$ cat config.mk
export PLATFORM = sky130hd
export DESIGN_NAME = rip_packet_parser_unit_flat
export DESIGN_NICKNAME = d
export VERILOG_FILES = /design/src/hdl/rpp_pkg.sv /design/src/hdl/rpp_if.sv /design/src/hdl/rpp_byte_parser.sv /design/src/hdl/rpp_result_fifo.sv /design/src/hdl/rip_packet_parser_unit.sv /design/src/flat_wrapper.sv
export SDC_FILE = /design/constraint.sdc
export NUM_CORES = 2
export LEC_CHECK = 0
export BUFFER_PORTS_ARGS = -buffer_cell sky130_fd_sc_hd__buf_2
export CORE_ASPECT_RATIO = 1.75
export CORE_MARGIN = 2
export CORE_UTILIZATION = 24
export DETAILED_ROUTE_END_ITERATION = 12
export PLACE_DENSITY = 0.49
export SYNTH_ARGS = -nofsm -noshare
export SYNTH_HDL_FRONTEND = slang
export SYNTH_HIERARCHICAL = 1
export SYNTH_SLANG_ARGS = --single-unit
$ cat constraint.sdc
create_clock -name i_clk -period 13 [get_ports i_clk]
set_input_delay 2.6 -clock i_clk [delete_from_list [all_inputs] [get_ports i_clk]]
set_output_delay 2.6 -clock i_clk [all_outputs]
set_load 0.01 [all_outputs]
$ cat src/hdl/rpp_pkg.sv
// ----------------------------------------------------------------------------
// RIP packet parser package
// Result layout, status codes, protocol constants and byte helpers.
// ----------------------------------------------------------------------------
package rpp_pkg;

    // Result kinds
    localparam logic KIND_ENTRY   = 1'b0;
    localparam logic KIND_SUMMARY = 1'b1;

    // Packet status codes
    localparam logic [2:0] ST_OK        = 3'd0;
    localparam logic [2:0] ST_LENGTH    = 3'd1;
    localparam logic [2:0] ST_HEADER    = 3'd2;
    localparam logic [2:0] ST_FAMILY    = 3'd3;
    localparam logic [2:0] ST_METRIC    = 3'd4;
    localparam logic [2:0] ST_MASK      = 3'd5;
    localparam logic [2:0] ST_OVERFLOW  = 3'd6;
    localparam logic [2:0] ST_TRUNCATED = 3'd7;

    // RIP header values
    localparam logic [7:0]  CMD_REQUEST  = 8'h01;
    localparam logic [7:0]  CMD_RESPONSE = 8'h02;
    localparam logic [7:0]  RIP_VERSION  = 8'h02;
    localparam logic [15:0] FAMILY_INET  = 16'h0002;
    localparam logic [15:0] FAMILY_NONE  = 16'h0000;
    localparam logic [31:0] METRIC_MAX   = 32'd16;

    // Byte offsets in the packet
    localparam logic [15:0] OFS_IHL      = 16'd0;
    localparam logic [15:0] OFS_LEN_HI   = 16'd2;
    localparam logic [15:0] OFS_LEN_LO   = 16'd3;
    localparam logic [15:0] OFS_COMMAND  = 16'd28;
    localparam logic [15:0] OFS_VERSION  = 16'd29;
    localparam logic [15:0] OFS_ZERO0    = 16'd30;
    localparam logic [15:0] OFS_ZERO1    = 16'd31;
    localparam logic [15:0] OFS_ENTRIES  = 16'd32;
    localparam logic [15:0] INDEX_MAX    = 16'hFFFF;

    // Offsets inside one 20-byte route entry
    localparam logic [4:0] EO_FAM_LAST  = 5'd1;
    localparam logic [4:0] EO_ADDR      = 5'd4;
    localparam logic [4:0] EO_MASK      = 5'd8;
    localparam logic [4:0] EO_NEXTHOP   = 5'd12;
    localparam logic [4:0] EO_METRIC    = 5'd16;
    localparam logic [4:0] EO_LAST      = 5'd19;

    // x/20 == (x * 52429) >> 20, exact for any 16-bit x
    localparam logic [15:0] RECIP_20    = 16'd52429;
    localparam int          RECIP_SHIFT = 20;

    // Result queue depth
    localparam int FIFO_DEPTH = 4;

    typedef struct packed {
        logic        kind;
        logic [31:0] route_addr;
        logic [31:0] route_mask;
        logic [31:0] route_nexthop;
        logic [31:0] route_metric;
        logic [2:0]  status;
        logic [7:0]  command;
        logic [4:0]  entry_count;
        logic        run_last;
    } t_result;

    // Results produced by one accepted byte, entry first
    typedef struct packed {
        logic    entry_valid;
        logic    summary_valid;
        t_result entry;
        t_result summary;
    } t_push;

    function automatic logic [31:0] swap32(input logic [31:0] v);
        return {v[7:0], v[15:8], v[23:16], v[31:24]};
    endfunction

endpackage

$ cat src/hdl/rpp_if.sv
// ----------------------------------------------------------------------------
// RIP packet parser channels
// Valid/ready channels for packet bytes and parse results.
// ----------------------------------------------------------------------------
interface rpp_byte_if;
    logic       valid;
    logic       ready;
    logic [7:0] data_byte;
    logic       last_byte;

    modport source (output valid, output data_byte, output last_byte, input ready);
    modport sink   (input valid, input data_byte, input last_byte, output ready);
endinterface

interface rpp_result_if;
    logic        valid;
    logic        ready;
    logic        kind;
    logic [31:0] route_addr;
    logic [31:0] route_mask;
    logic [31:0] route_nexthop;
    logic [31:0] route_metric;
    logic [2:0]  status;
    logic [7:0]  command;
    logic [4:0]  entry_count;
    logic        run_last;

    modport source (output valid, output kind, output route_addr, output route_mask,
                    output route_nexthop, output route_metric, output status,
                    output command, output entry_count, output run_last, input ready);
    modport sink   (input valid, input kind, input route_addr, input route_mask,
                    input route_nexthop, input route_metric, input status,
                    input command, input entry_count, input run_last, output ready);
endinterface

$ cat src/hdl/rpp_byte_parser.sv
// ----------------------------------------------------------------------------
// RIP packet parser byte stage
// Per-byte header tracking, entry assembly and checks; emits up to two results.
// ----------------------------------------------------------------------------
module rpp_byte_parser
    import rpp_pkg::*;
#(
    parameter int MAX_ENTRIES = 25
) (
    input  logic        i_clk,
    input  logic        i_rst_n,
    input  logic        i_accept,
    input  logic [7:0]  i_data_byte,
    input  logic        i_last_byte,
    output t_push       o_push
);

    logic [15:0] r_byte_index, n_byte_index;
    logic [15:0] r_total_length, n_total_length;
    logic [3:0]  r_header_words, n_header_words;
    logic [7:0]  r_command, n_command;
    logic [11:0] r_expected, n_expected;
    logic [4:0]  r_emitted, n_emitted;
    logic [2:0]  r_error, n_error;
    logic [15:0] r_family, n_family;
    logic [31:0] r_addr, n_addr;
    logic [31:0] r_mask, n_mask;
    logic [31:0] r_nexthop, n_nexthop;
    logic [31:0] r_metric, n_metric;
    // position inside the entry area: byte within entry and entry number
    logic [4:0]  r_ent_off, n_ent_off;
    logic [11:0] r_ent_num, n_ent_num;

    logic [15:0] new_total;
    logic [6:0]  hdr_bytes;
    logic [15:0] body_bytes;
    logic [31:0] recip_prod;
    logic [31:0] metric_be;
    logic [31:0] mask_inv;
    logic        fam_ok;
    logic [16:0] byte_count;
    logic [2:0]  end_status;
    logic        entry_fire;
    logic [7:0]  cmd_now;

    // Expected entry count from total length and IHL
    assign new_total  = {r_total_length[15:8], i_data_byte};
    assign hdr_bytes  = {1'b0, r_header_words, 2'b00} + 7'd4;
    assign body_bytes = (new_total > {9'd0, hdr_bytes}) ? new_total - {9'd0, hdr_bytes}
                                                        : 16'd0;
    assign recip_prod = {16'd0, body_bytes} * {16'd0, RECIP_20};

    // Entry checks on the completed entry (metric includes this byte)
    assign metric_be = swap32({i_data_byte, r_metric[31:8]});
    assign mask_inv  = ~swap32(r_mask);
    assign fam_ok    = (r_command == CMD_RESPONSE && r_family == FAMILY_INET) ||
                       (r_command == CMD_REQUEST  && r_family == FAMILY_NONE);
    assign byte_count = {1'b0, r_byte_index} + 17'd1;

    // Command as seen after this byte, for a summary on the command byte itself
    assign cmd_now = (r_byte_index == OFS_COMMAND) ? i_data_byte : r_command;

    // Next state and results
    always_comb begin
        n_byte_index   = r_byte_index;
        n_total_length = r_total_length;
        n_header_words = r_header_words;
        n_command      = r_command;
        n_expected     = r_expected;
        n_emitted      = r_emitted;
        n_error        = r_error;
        n_family       = r_family;
        n_addr         = r_addr;
        n_mask         = r_mask;
        n_nexthop      = r_nexthop;
        n_metric       = r_metric;
        n_ent_off      = r_ent_off;
        n_ent_num      = r_ent_num;
        entry_fire     = 1'b0;
        end_status     = ST_OK;

        if (i_accept) begin
            if (r_byte_index == OFS_IHL) begin
                n_header_words = i_data_byte[3:0];
            end else if (r_byte_index == OFS_LEN_HI) begin
                n_total_length = {i_data_byte, r_total_length[7:0]};
            end else if (r_byte_index == OFS_LEN_LO) begin
                n_total_length = new_total;
                n_expected     = recip_prod[RECIP_SHIFT +: 12];
            end else if (r_byte_index == OFS_COMMAND) begin
                n_command = i_data_byte;
            end else if (r_byte_index == OFS_VERSION) begin
                if (r_error == ST_OK &&
                    !((r_command == CMD_REQUEST || r_command == CMD_RESPONSE) &&
                      i_data_byte == RIP_VERSION)) begin
                    n_error = ST_HEADER;
                end
            end else if (r_byte_index == OFS_ZERO0 || r_byte_index == OFS_ZERO1) begin
                if (r_error == ST_OK && i_data_byte != 8'd0) begin
                    n_error = ST_HEADER;
                end
            end else if (r_byte_index >= OFS_ENTRIES && r_error == ST_OK &&
                         r_ent_num < r_expected) begin
                // field capture by position in the entry; tag bytes skipped
                if (r_ent_off <= EO_FAM_LAST) begin
                    n_family = {r_family[7:0], i_data_byte};
                end else if (r_ent_off >= EO_ADDR && r_ent_off < EO_MASK) begin
                    n_addr = {i_data_byte, r_addr[31:8]};
                end else if (r_ent_off >= EO_MASK && r_ent_off < EO_NEXTHOP) begin
                    n_mask = {i_data_byte, r_mask[31:8]};
                end else if (r_ent_off >= EO_NEXTHOP && r_ent_off < EO_METRIC) begin
                    n_nexthop = {i_data_byte, r_nexthop[31:8]};
                end else if (r_ent_off >= EO_METRIC) begin
                    n_metric = {i_data_byte, r_metric[31:8]};
                end
                // entry complete: checks in priority order
                if (r_ent_off == EO_LAST) begin
                    if (r_emitted >= 5'(MAX_ENTRIES)) begin
                        n_error = ST_OVERFLOW;
                    end else if (!fam_ok) begin
                        n_error = ST_FAMILY;
                    end else if (metric_be < 32'd1 || metric_be > METRIC_MAX) begin
                        n_error = ST_METRIC;
                    end else if ((mask_inv & (mask_inv + 32'd1)) != 32'd0) begin
                        n_error = ST_MASK;
                    end else begin
                        n_emitted  = r_emitted + 5'd1;
                        entry_fire = 1'b1;
                    end
                end
            end

            // end-of-buffer status
            end_status = n_error;
            if (n_error == ST_OK) begin
                if (byte_count < 17'd32) begin
                    end_status = ST_TRUNCATED;
                end else if ({1'b0, n_total_length} > byte_count) begin
                    end_status = ST_LENGTH;
                end else if ({7'd0, n_emitted} < n_expected) begin
                    end_status = ST_TRUNCATED;
                end
            end

            // advance position, or return to reset state after the last byte
            if (i_last_byte) begin
                n_byte_index   = '0;
                n_total_length = '0;
                n_header_words = '0;
                n_command      = '0;
                n_expected     = '0;
                n_emitted      = '0;
                n_error        = ST_OK;
                n_family       = '0;
                n_addr         = '0;
                n_mask         = '0;
                n_nexthop      = '0;
                n_metric       = '0;
                n_ent_off      = '0;
                n_ent_num      = '0;
            end else if (r_byte_index != INDEX_MAX) begin
                n_byte_index = r_byte_index + 16'd1;
                if (r_byte_index >= OFS_ENTRIES) begin
                    if (r_ent_off == EO_LAST) begin
                        n_ent_off = '0;
                        n_ent_num = r_ent_num + 12'd1;
                    end else begin
                        n_ent_off = r_ent_off + 5'd1;
                    end
                end
            end
        end
    end

    // Result payloads
    always_comb begin
        o_push.entry_valid           = entry_fire;
        o_push.summary_valid         = i_accept && i_last_byte;

        o_push.entry.kind            = KIND_ENTRY;
        o_push.entry.route_addr      = r_addr;
        o_push.entry.route_mask      = r_mask;
        o_push.entry.route_nexthop   = r_nexthop;
        o_push.entry.route_metric    = {i_data_byte, r_metric[31:8]};
        o_push.entry.status          = ST_OK;
        o_push.entry.command         = r_command;
        o_push.entry.entry_count     = r_emitted + 5'd1;
        o_push.entry.run_last        = !i_last_byte;

        o_push.summary.kind          = KIND_SUMMARY;
        o_push.summary.route_addr    = '0;
        o_push.summary.route_mask    = '0;
        o_push.summary.route_nexthop = '0;
        o_push.summary.route_metric  = '0;
        o_push.summary.status        = end_status;
        o_push.summary.command       = cmd_now;
        o_push.summary.entry_count   = entry_fire ? r_emitted + 5'd1 : r_emitted;
        o_push.summary.run_last      = 1'b1;
    end

    // State registers
    always_ff @(posedge i_clk) begin
        if (!i_rst_n) begin
            r_byte_index   <= '0;
            r_total_length <= '0;
            r_header_words <= '0;
            r_command      <= '0;
            r_expected     <= '0;
            r_emitted      <= '0;
            r_error        <= ST_OK;
            r_family       <= '0;
            r_addr         <= '0;
            r_mask         <= '0;
            r_nexthop      <= '0;
            r_metric       <= '0;
            r_ent_off      <= '0;
            r_ent_num      <= '0;
        end else begin
            r_byte_index   <= n_byte_index;
            r_total_length <= n_total_length;
            r_header_words <= n_header_words;
            r_command      <= n_command;
            r_expected     <= n_expected;
            r_emitted      <= n_emitted;
            r_error        <= n_error;
            r_family       <= n_family;
            r_addr         <= n_addr;
            r_mask         <= n_mask;
            r_nexthop      <= n_nexthop;
            r_metric       <= n_metric;
            r_ent_off      <= n_ent_off;
            r_ent_num      <= n_ent_num;
        end
    end

endmodule

$ cat src/hdl/rpp_result_fifo.sv
// ----------------------------------------------------------------------------
// RIP packet parser result queue
// Small register queue taking up to two results per cycle, one out per cycle while the sink is ready.
// ----------------------------------------------------------------------------
module rpp_result_fifo
    import rpp_pkg::*;
(
    input  logic    i_clk,
    input  logic    i_rst_n,
    input  t_push   i_push,
    output logic    o_space,
    output logic    o_valid,
    input  logic    i_ready,
    output t_result o_result
);

    localparam int PtrW = $clog2(FIFO_DEPTH);
    localparam int CntW = $clog2(FIFO_DEPTH + 1);

    t_result         r_mem [FIFO_DEPTH];
    logic [PtrW-1:0] r_wr_ptr, n_wr_ptr;
    logic [PtrW-1:0] r_rd_ptr, n_rd_ptr;
    logic [CntW-1:0] r_count, n_count;
    logic [CntW-1:0] push_num;
    logic [PtrW-1:0] summary_slot;
    logic            pop;

    // Room for a worst-case pair of results
    assign o_space  = r_count <= CntW'(FIFO_DEPTH - 2);
    assign o_valid  = r_count != '0;
    assign o_result = r_mem[r_rd_ptr];
    assign pop      = o_valid && i_ready;

    assign push_num     = CntW'(i_push.entry_valid) + CntW'(i_push.summary_valid);
    assign summary_slot = i_push.entry_valid ? r_wr_ptr + PtrW'(1) : r_wr_ptr;

    // Pointer and fill count
    always_comb begin
        n_wr_ptr = r_wr_ptr + PtrW'(push_num);
        n_rd_ptr = pop ? r_rd_ptr + PtrW'(1) : r_rd_ptr;
        n_count  = r_count + push_num - CntW'(pop);
    end

    always_ff @(posedge i_clk) begin
        if (!i_rst_n) begin
            r_wr_ptr <= '0;
            r_rd_ptr <= '0;
            r_count  <= '0;
        end else begin
            r_wr_ptr <= n_wr_ptr;
            r_rd_ptr <= n_rd_ptr;
            r_count  <= n_count;
        end
    end

    // Storage, entry result ahead of summary
    always_ff @(posedge i_clk) begin
        if (i_push.entry_valid) begin
            r_mem[r_wr_ptr] <= i_push.entry;
        end
        if (i_push.summary_valid) begin
            r_mem[summary_slot] <= i_push.summary;
        end
    end

endmodule

$ cat src/hdl/rip_packet_parser_unit.sv
// ----------------------------------------------------------------------------
// RIP packet parser
// Byte-serial IPv4/UDP/RIPv2 parser emitting route entries and a summary.
// ----------------------------------------------------------------------------
// The parser takes one packet byte per cycle, starting at the IPv4 header, and
// keeps pace with a link delivering a byte every cycle. Each byte is fully
// handled in the cycle it is accepted; it yields a route entry when an entry's
// last byte arrives and the entry passes its checks, and a packet summary on
// the byte flagged last (both when they coincide, entry first). Results go
// through a four-deep queue to the output channel, one per cycle; input ready
// drops only while fewer than two queue slots are free, so with a sink that
// keeps up the block never stalls the byte stream. No clearing pass after
// reset is needed.
module rip_packet_parser_unit
    import rpp_pkg::*;
#(
    parameter int MAX_ENTRIES = 25
) (
    input  logic          i_clk,
    input  logic          i_rst_n,
    rpp_byte_if.sink      i_byte_ch,
    rpp_result_if.source  o_result_ch
);

    t_push   push;
    t_result result;
    logic    space;
    logic    accept;

    assign i_byte_ch.ready = space;
    assign accept          = i_byte_ch.valid && space;

    // Per-byte parse
    rpp_byte_parser #(
        .MAX_ENTRIES (MAX_ENTRIES)
    ) u_parser (
        .i_clk       (i_clk),
        .i_rst_n     (i_rst_n),
        .i_accept    (accept),
        .i_data_byte (i_byte_ch.data_byte),
        .i_last_byte (i_byte_ch.last_byte),
        .o_push      (push)
    );

    // Result queue
    rpp_result_fifo u_fifo (
        .i_clk    (i_clk),
        .i_rst_n  (i_rst_n),
        .i_push   (push),
        .o_space  (space),
        .o_valid  (o_result_ch.valid),
        .i_ready  (o_result_ch.ready),
        .o_result (result)
    );

    assign o_result_ch.kind          = result.kind;
    assign o_result_ch.route_addr    = result.route_addr;
    assign o_result_ch.route_mask    = result.route_mask;
    assign o_result_ch.route_nexthop = result.route_nexthop;
    assign o_result_ch.route_metric  = result.route_metric;
    assign o_result_ch.status        = result.status;
    assign o_result_ch.command       = result.command;
    assign o_result_ch.entry_count   = result.entry_count;
    assign o_result_ch.run_last      = result.run_last;

endmodule

$ cat src/flat_wrapper.sv
// flat-port wrapper written by rule: the top's interface ports become plain ports
module rip_packet_parser_unit_flat import rpp_pkg::*;
#(
    parameter int MAX_ENTRIES = 25
)
  (i_clk, i_rst_n, i_byte_ch_valid, i_byte_ch_data_byte, i_byte_ch_last_byte, i_byte_ch_ready, o_result_ch_valid, o_result_ch_kind, o_result_ch_route_addr, o_result_ch_route_mask, o_result_ch_route_nexthop, o_result_ch_route_metric, o_result_ch_status, o_result_ch_command, o_result_ch_entry_count, o_result_ch_run_last, o_result_ch_ready);
  rpp_byte_if i_byte_ch_i ();
  rpp_result_if o_result_ch_i ();
  input  logic i_clk;
  input  logic i_rst_n;
  input wire logic [$bits(i_byte_ch_i.valid)-1:0] i_byte_ch_valid;
  input wire logic [$bits(i_byte_ch_i.data_byte)-1:0] i_byte_ch_data_byte;
  input wire logic [$bits(i_byte_ch_i.last_byte)-1:0] i_byte_ch_last_byte;
  output wire logic [$bits(i_byte_ch_i.ready)-1:0] i_byte_ch_ready;
  output wire logic [$bits(o_result_ch_i.valid)-1:0] o_result_ch_valid;
  output wire logic [$bits(o_result_ch_i.kind)-1:0] o_result_ch_kind;
  output wire logic [$bits(o_result_ch_i.route_addr)-1:0] o_result_ch_route_addr;
  output wire logic [$bits(o_result_ch_i.route_mask)-1:0] o_result_ch_route_mask;
  output wire logic [$bits(o_result_ch_i.route_nexthop)-1:0] o_result_ch_route_nexthop;
  output wire logic [$bits(o_result_ch_i.route_metric)-1:0] o_result_ch_route_metric;
  output wire logic [$bits(o_result_ch_i.status)-1:0] o_result_ch_status;
  output wire logic [$bits(o_result_ch_i.command)-1:0] o_result_ch_command;
  output wire logic [$bits(o_result_ch_i.entry_count)-1:0] o_result_ch_entry_count;
  output wire logic [$bits(o_result_ch_i.run_last)-1:0] o_result_ch_run_last;
  input wire logic [$bits(o_result_ch_i.ready)-1:0] o_result_ch_ready;
  assign i_byte_ch_i.valid = i_byte_ch_valid;
  assign i_byte_ch_i.data_byte = i_byte_ch_data_byte;
  assign i_byte_ch_i.last_byte = i_byte_ch_last_byte;
  assign i_byte_ch_ready = i_byte_ch_i.ready;
  assign o_result_ch_valid = o_result_ch_i.valid;
  assign o_result_ch_kind = o_result_ch_i.kind;
  assign o_result_ch_route_addr = o_result_ch_i.route_addr;
  assign o_result_ch_route_mask = o_result_ch_i.route_mask;
  assign o_result_ch_route_nexthop = o_result_ch_i.route_nexthop;
  assign o_result_ch_route_metric = o_result_ch_i.route_metric;
  assign o_result_ch_status = o_result_ch_i.status;
  assign o_result_ch_command = o_result_ch_i.command;
  assign o_result_ch_entry_count = o_result_ch_i.entry_count;
  assign o_result_ch_run_last = o_result_ch_i.run_last;
  assign o_result_ch_i.ready = o_result_ch_ready;
  rip_packet_parser_unit #(.MAX_ENTRIES(MAX_ENTRIES)) u_core (.i_clk(i_clk), .i_rst_n(i_rst_n), .i_byte_ch(i_byte_ch_i), .o_result_ch(o_result_ch_i));
endmodule
======== Word level (Yosys, flattened, before mapping) ========
Memory sizes are Yosys's and may differ from the RTL's. A register that Yosys moved wholly into a read port is not among the register bits.
Cells that the tools add are included.
storage, ports and cells
  output and inout bits ................... 148
  RAM bits ................................ 584
  flip-flop bits (word level) ............. 232
  memories ................................ 1
  logic and storage cells ................. 260
operators by class
  bitwise logic cells ..................... 2
  reduce and logical (&&, ||, !) cells .... 46
  eq/ne operators ......................... 22
  order comparisons ....................... 18
  add/sub/neg operators ................... 14
  multiplexer cells ....................... 139
  multiply operators ...................... 1
memories
  name                 depth  width  rd ports  clocked after memory_dff  write ports  line                   text
  u_core.u_fifo.r_mem  4      146    1         1                         2            rpp_result_fifo.sv:20  t_result r_mem [FIFO_DEPTH];
operators with widths
  cell                                                                              number
  32-bit 2-to-1 mux                                                                 46
  16-bit 2-to-1 mux                                                                 16
  12-bit 2-to-1 mux                                                                 9
  5-bit 2-to-1 mux                                                                  19
  16-bit by 5-bit == test with 1-bit output, second input constant                  4
  3-bit 2-to-1 mux                                                                  21
  16-bit by 2-bit == test with 1-bit output, second input constant                  3
  8-bit 2-to-1 mux                                                                  6
  32-bit by 1-bit adder with 32-bit output, second input constant                   1
  32-bit bitwise AND                                                                1
  32-bit by 5-bit greater-than comparator with 1-bit output, second input constant  1
  16-bit logical NOT                                                                2
  32-bit by 1-bit < comparator with 1-bit output, second input constant             1
  16-bit by 16-bit multiplier with 32-bit output, second input constant             1
  32-bit NOT                                                                        1
  32-bit nonzero test                                                               1
  2-bit inequality test, second input constant                                      10
  2-bit nonzero test                                                                10
  16-bit by 1-bit adder with 17-bit output, second input constant                   1
  16-bit by 17-bit greater-than comparator with 1-bit output                        1
  17-bit by 6-bit < comparator with 1-bit output, second input constant             1
  1-bit 2-to-1 mux                                                                  17
  16-bit by 1-bit adder with 16-bit output, second input constant                   1
  8-bit by 2-bit == test with 1-bit output, second input constant                   2
  other kinds (39)                                                                  66

======== Depth between registers and ports, before layout ========
  depth in word-level cells ............... 23
  mapped depth ............................ 44
  depth with buffers taken out ............ 44

======== Cells and area by module ========
Netlist, hierarchy kept.
by module, submodules not included
  module                  instances  area an instance (µm²)  cells each  seq. area each (µm²)
  rpp_result_fifo         1          28631.2                 1474        17717.0
  rpp_byte_parser         1          17715.7                 2147        4344.2
  rip_packet_parser_unit  1          6.3                     1           0.0

======== Least setup slack after synthesis ========
No wires, ideal clock.
  path kind ............................... input port to flip-flop
  from .................................... input i_byte_ch_data_byte[2]
  to ...................................... memory u_core/u_fifo/r_mem[0][16] (netlist bit), data pin
  data arrival time ....................... 11.598 ns
  setup slack ............................. 1.140 ns
  cell stages on the path ................. 41
  cell sequence ........................... inv_1 ha_1 buf_1 or4b_2 o21ai_0 nor2b_1 clkbuf_1 clkbuf_1 a21oi_1 ha_1 inv_1 fa_1 inv_1 fa_1 inv_1 fa_1 inv_1 fa_1 [5 not listed] nand4_1 or3_1 a211oi_1 or2_1 a21oi_1 xnor2_1 mux2i_1 ha_1 o21ai_0 nand2b_1 a21oi_1 nor2b_1 o22ai_1 a31oi_1 nand3_1 o41ai_2 a31oi_1 mux2_1
RTL lines
  element             line                   text
  start: declaration  flat_wrapper.sv:12     input wire logic [$bits(i_byte_ch_i.data_byte)-1:0] i_byte_ch_data_byte;
  end: declaration    rpp_result_fifo.sv:20

==> flow_summary.yaml <==
outcome:
  outcome: "complete, no violations"
global_routing:
  grt_antenna_before_repair: 9
  grt_max_degree: 121
  grt_pass1_wl_um: 205100
  track_usage_pct: 14.10
  use_met3_pct: 1.874
  top_usage_layer: "met2"
  grt_remaining_overflow: 0
  grt_util_met2_pct: 26.68
  use_met1_pct: 15.19
  grt_pass1_vias: 30330
route:
  wire_per_inst_um: 22.11
  drt-total-wl_um: 140600
  drt_iter0_drc: 1557
  drt-vias-per-instance: 4.493
  ant_nets: 0
  route.detailed.drc: 0
  num_vias: 28560
  dr.pass1.iters: 5
worst_setup_path:
  cp_common_cell: "inv_1"
  rr_worst_depth: 44
  end_kind: "flip-flop"
  cp_max_fo: 10
  crit_required_ns: 13.39
  cp_slowest_cell: "fa_1"
  cp-start-kind: "input pin"
  criticalPathCategory: "input pin to flip-flop"
  crit_arrival_ns: 12.27
  critPathMaxStageDelay_ns: 0.55
synth:
  avgSynthCellArea_um2: 12.80
  yosysSeqAreaShare_pct: 47.59
  yosysTopAreaCellShare_pct: 37.83
  synth_edf_count: 584
  yosysWarnings: 6
  synthFlopType: "edfxtp_1"
  synth_cell_types: 78
  synthArstFlopShare_pct: 0
  yosys.area.top_type: "edfxtp_1"
  synth_seq_cells: 810
  synthCells: 3622
  synthTopCellsByArea: "edfxtp_1 38%, mux2_2 11%, dfxtp_1 9.8%"
  synth_commonest_cells: "584 x edfxtp_1, 460 x mux2_2, 226 x dfxtp_1"
  syn_area_um2: 46350
  yosysMostFrequentCell: "edfxtp_1"
cts:
  clock_tree.root_cell: "clkbuf_16"
  cts_htree_levels: 3
  postCtsHoldBufs: 0
  cts-buffers-inserted: 81
  clk_latency_ns: 0.71
  cts_sinks: 810
  cts_tree: "done"
  ctsResizeCount: 0
  clk_pin_slew_ns: 0.06
  cts_buffer_depth: 3
  postCtsSetupBuffers: 0
timing:
  tightest_slew_ns: 1.136
  slew_headroom_pct: 24.26
  setup_viol: 0
  period_share_pct: 91.38
  clock.fmax_ghz: 0.08418
  tns_ns: 0
  fin_skew_ns: 0.07428
  min_period_ns: 11.88
  rsz0062_at_grt: "false"
  finalHoldViolations: 0
  slew_viol_final: 0
power_and_ir_drop:
  power_density_nw_per_um2: 164.3
  ir_worst_vdd_mv: 0.1284
  p_leak_nw: 19.44
floorplanning:
  dieArea_um2: 196800
  core_area_um2: 192200
  initial_core_util_pct: 24.12
  num_rows: 213
  ios: 161
  die_h_um: 585.4
  die_w_um: 336.2
layout:
  area_growth_pct: 12.47
  layout-drive-gt1-share_pct: 26.17
  stdcell_area_um2: 52130
  finish.utilization_pct: 27.13
  fin_nets: 3980
  n_fill_cell: 19840
  stdcell_count: 6357
placement:
  gp_congestion: 0.9329
  placed_cell_area_um2: 49320
  dp.final_hpwl_um: 91490
  dp.cells: 6200
  port_buffers: 160
job:
  maxCapViolations: 0
hold_path:
  hold_path_class: "flip-flop to flip-flop"
  holdPathStages: 2
==> final timing paths <==
path / from / to / slack [ns]
setup / recovery: i_byte_ch_data_byte[3] / u_core/u_fifo/r_mem[0][16] / 1.12
hold / removal: u_core/u_parser/r_family[13] / u_core/u_parser/r_family[13] / 0.48
setup reg to reg: u_core/u_parser/r_header_words[0] / u_core/u_fifo/r_mem[0][16] / 2.55
hold reg to reg: u_core/u_parser/r_family[13] / u_core/u_parser/r_family[13] / 0.48
==> through the flow <==
stage	hold WS [ns]	setup slack, ns	total power [mW]
after CTS	0.4863	1.188	8.722
after floorplan	0.4537	1.140	5.190
final	0.4810	1.120	8.564
after global routing	0.5110	0.4791	9.120
after detailed placement	0.4751	0.4844	6.191
after global placement	0.4690	0.5843	6.186
==> cell type report <==
class | count | area, um2 | share of cell area, %
Inverter | 224 | 842.1 | 1.615
Clock buffer | 97 | 2157 | 4.138
Timing Repair Buffer | 208 | 1242 | 2.383
Clock inverter | 54 | 634.4 | 1.217
Antenna cell | 6 | 15.01 | 0.02880
Multi-Input combinational cell | 2378 | 21940 | 42.09
Sequential cell | 810 | 22070 | 42.33
Tap cell | 2580 | 3228 | 6.192
==> metal layers <==
layer / vias to the layer above / wire [um]
met5: - / 35
met4: 6 / 7056
met3: 215 / 4979
met2: 531 / 75550
met1: 14580 / 52960
li1: 13230 / -
==> sequential cells by signal, indices dropped and copies added, names as in the netlist, named ones only <==
name	cells
u_core/u_parser/r_total_length	16
u_core/u_parser/r_error	3
u_core/u_parser/r_byte_index	16
u_core/u_parser/r_header_words	4
u_core/u_fifo/r_count	3
u_core/u_fifo/r_rd_ptr	2
u_core/u_parser/r_mask	32
u_core/u_parser/r_metric	24
u_core/u_fifo/r_mem	584
u_core/u_parser/r_addr	32
u_core/u_parser/r_family	16
u_core/u_parser/r_command	8
u_core/u_parser/r_ent_off	5
u_core/u_fifo/r_wr_ptr	2
u_core/u_parser/r_emitted	5
u_core/u_parser/r_expected	12
u_core/u_parser/r_nexthop	32
u_core/u_parser/r_ent_num	12
==> layout by cell type, fill, tap and decap left out, drive strengths merged, types with 146 or more instances in the layout <==
cell | synthesis | routed
mux2 | 599 | 599
edfxtp | 584 | 584
dfxtp | 226 | 226
inv | 223 | 226
buf | 232 | 208
ha | 182 | 182
nand2 | 169 | 169
nor2b | 169 | 169
a21oi | 156 | 156
mux4 | 146 | 146
==> report_power, final <==
| part | switching (mW) | total (mW) | internal, mW | leakage [nW] |
|---|---|---|---|---|
| registers | 0.0669 | 2.93 | 2.87 | 6.87 |
| clock network | 1.12 | 2.49 | 1.37 | 1.36 |
| logic | 1.90 | 3.14 | 1.24 | 11.2 |
==> logic make-up after synthesis <==
group | after synthesis | synth area share, %
buffers and inverters | 566 | 6.384
muxes | 760 | 21.97
DFF | 810 | 47.59
other | 2 | 0.01620
adders and majority gates | 264 | 8.454
AOI/OAI and AO/OA | 399 | 5.393
xor gates and xnor gates | 72 | 1.360
and+or+nand+nor | 749 | 8.829
==> worst max-delay path: cells and delay by family <==
kind	cells	cell delay, ns
simple gates	12	2.36
mux	3	0.88
xor+xnor	1	0.22
compound gates	10	1.80
fa+ha+maj	9	3.63
buf+inv	8	0.74
(Power assumes the default switching activity.)
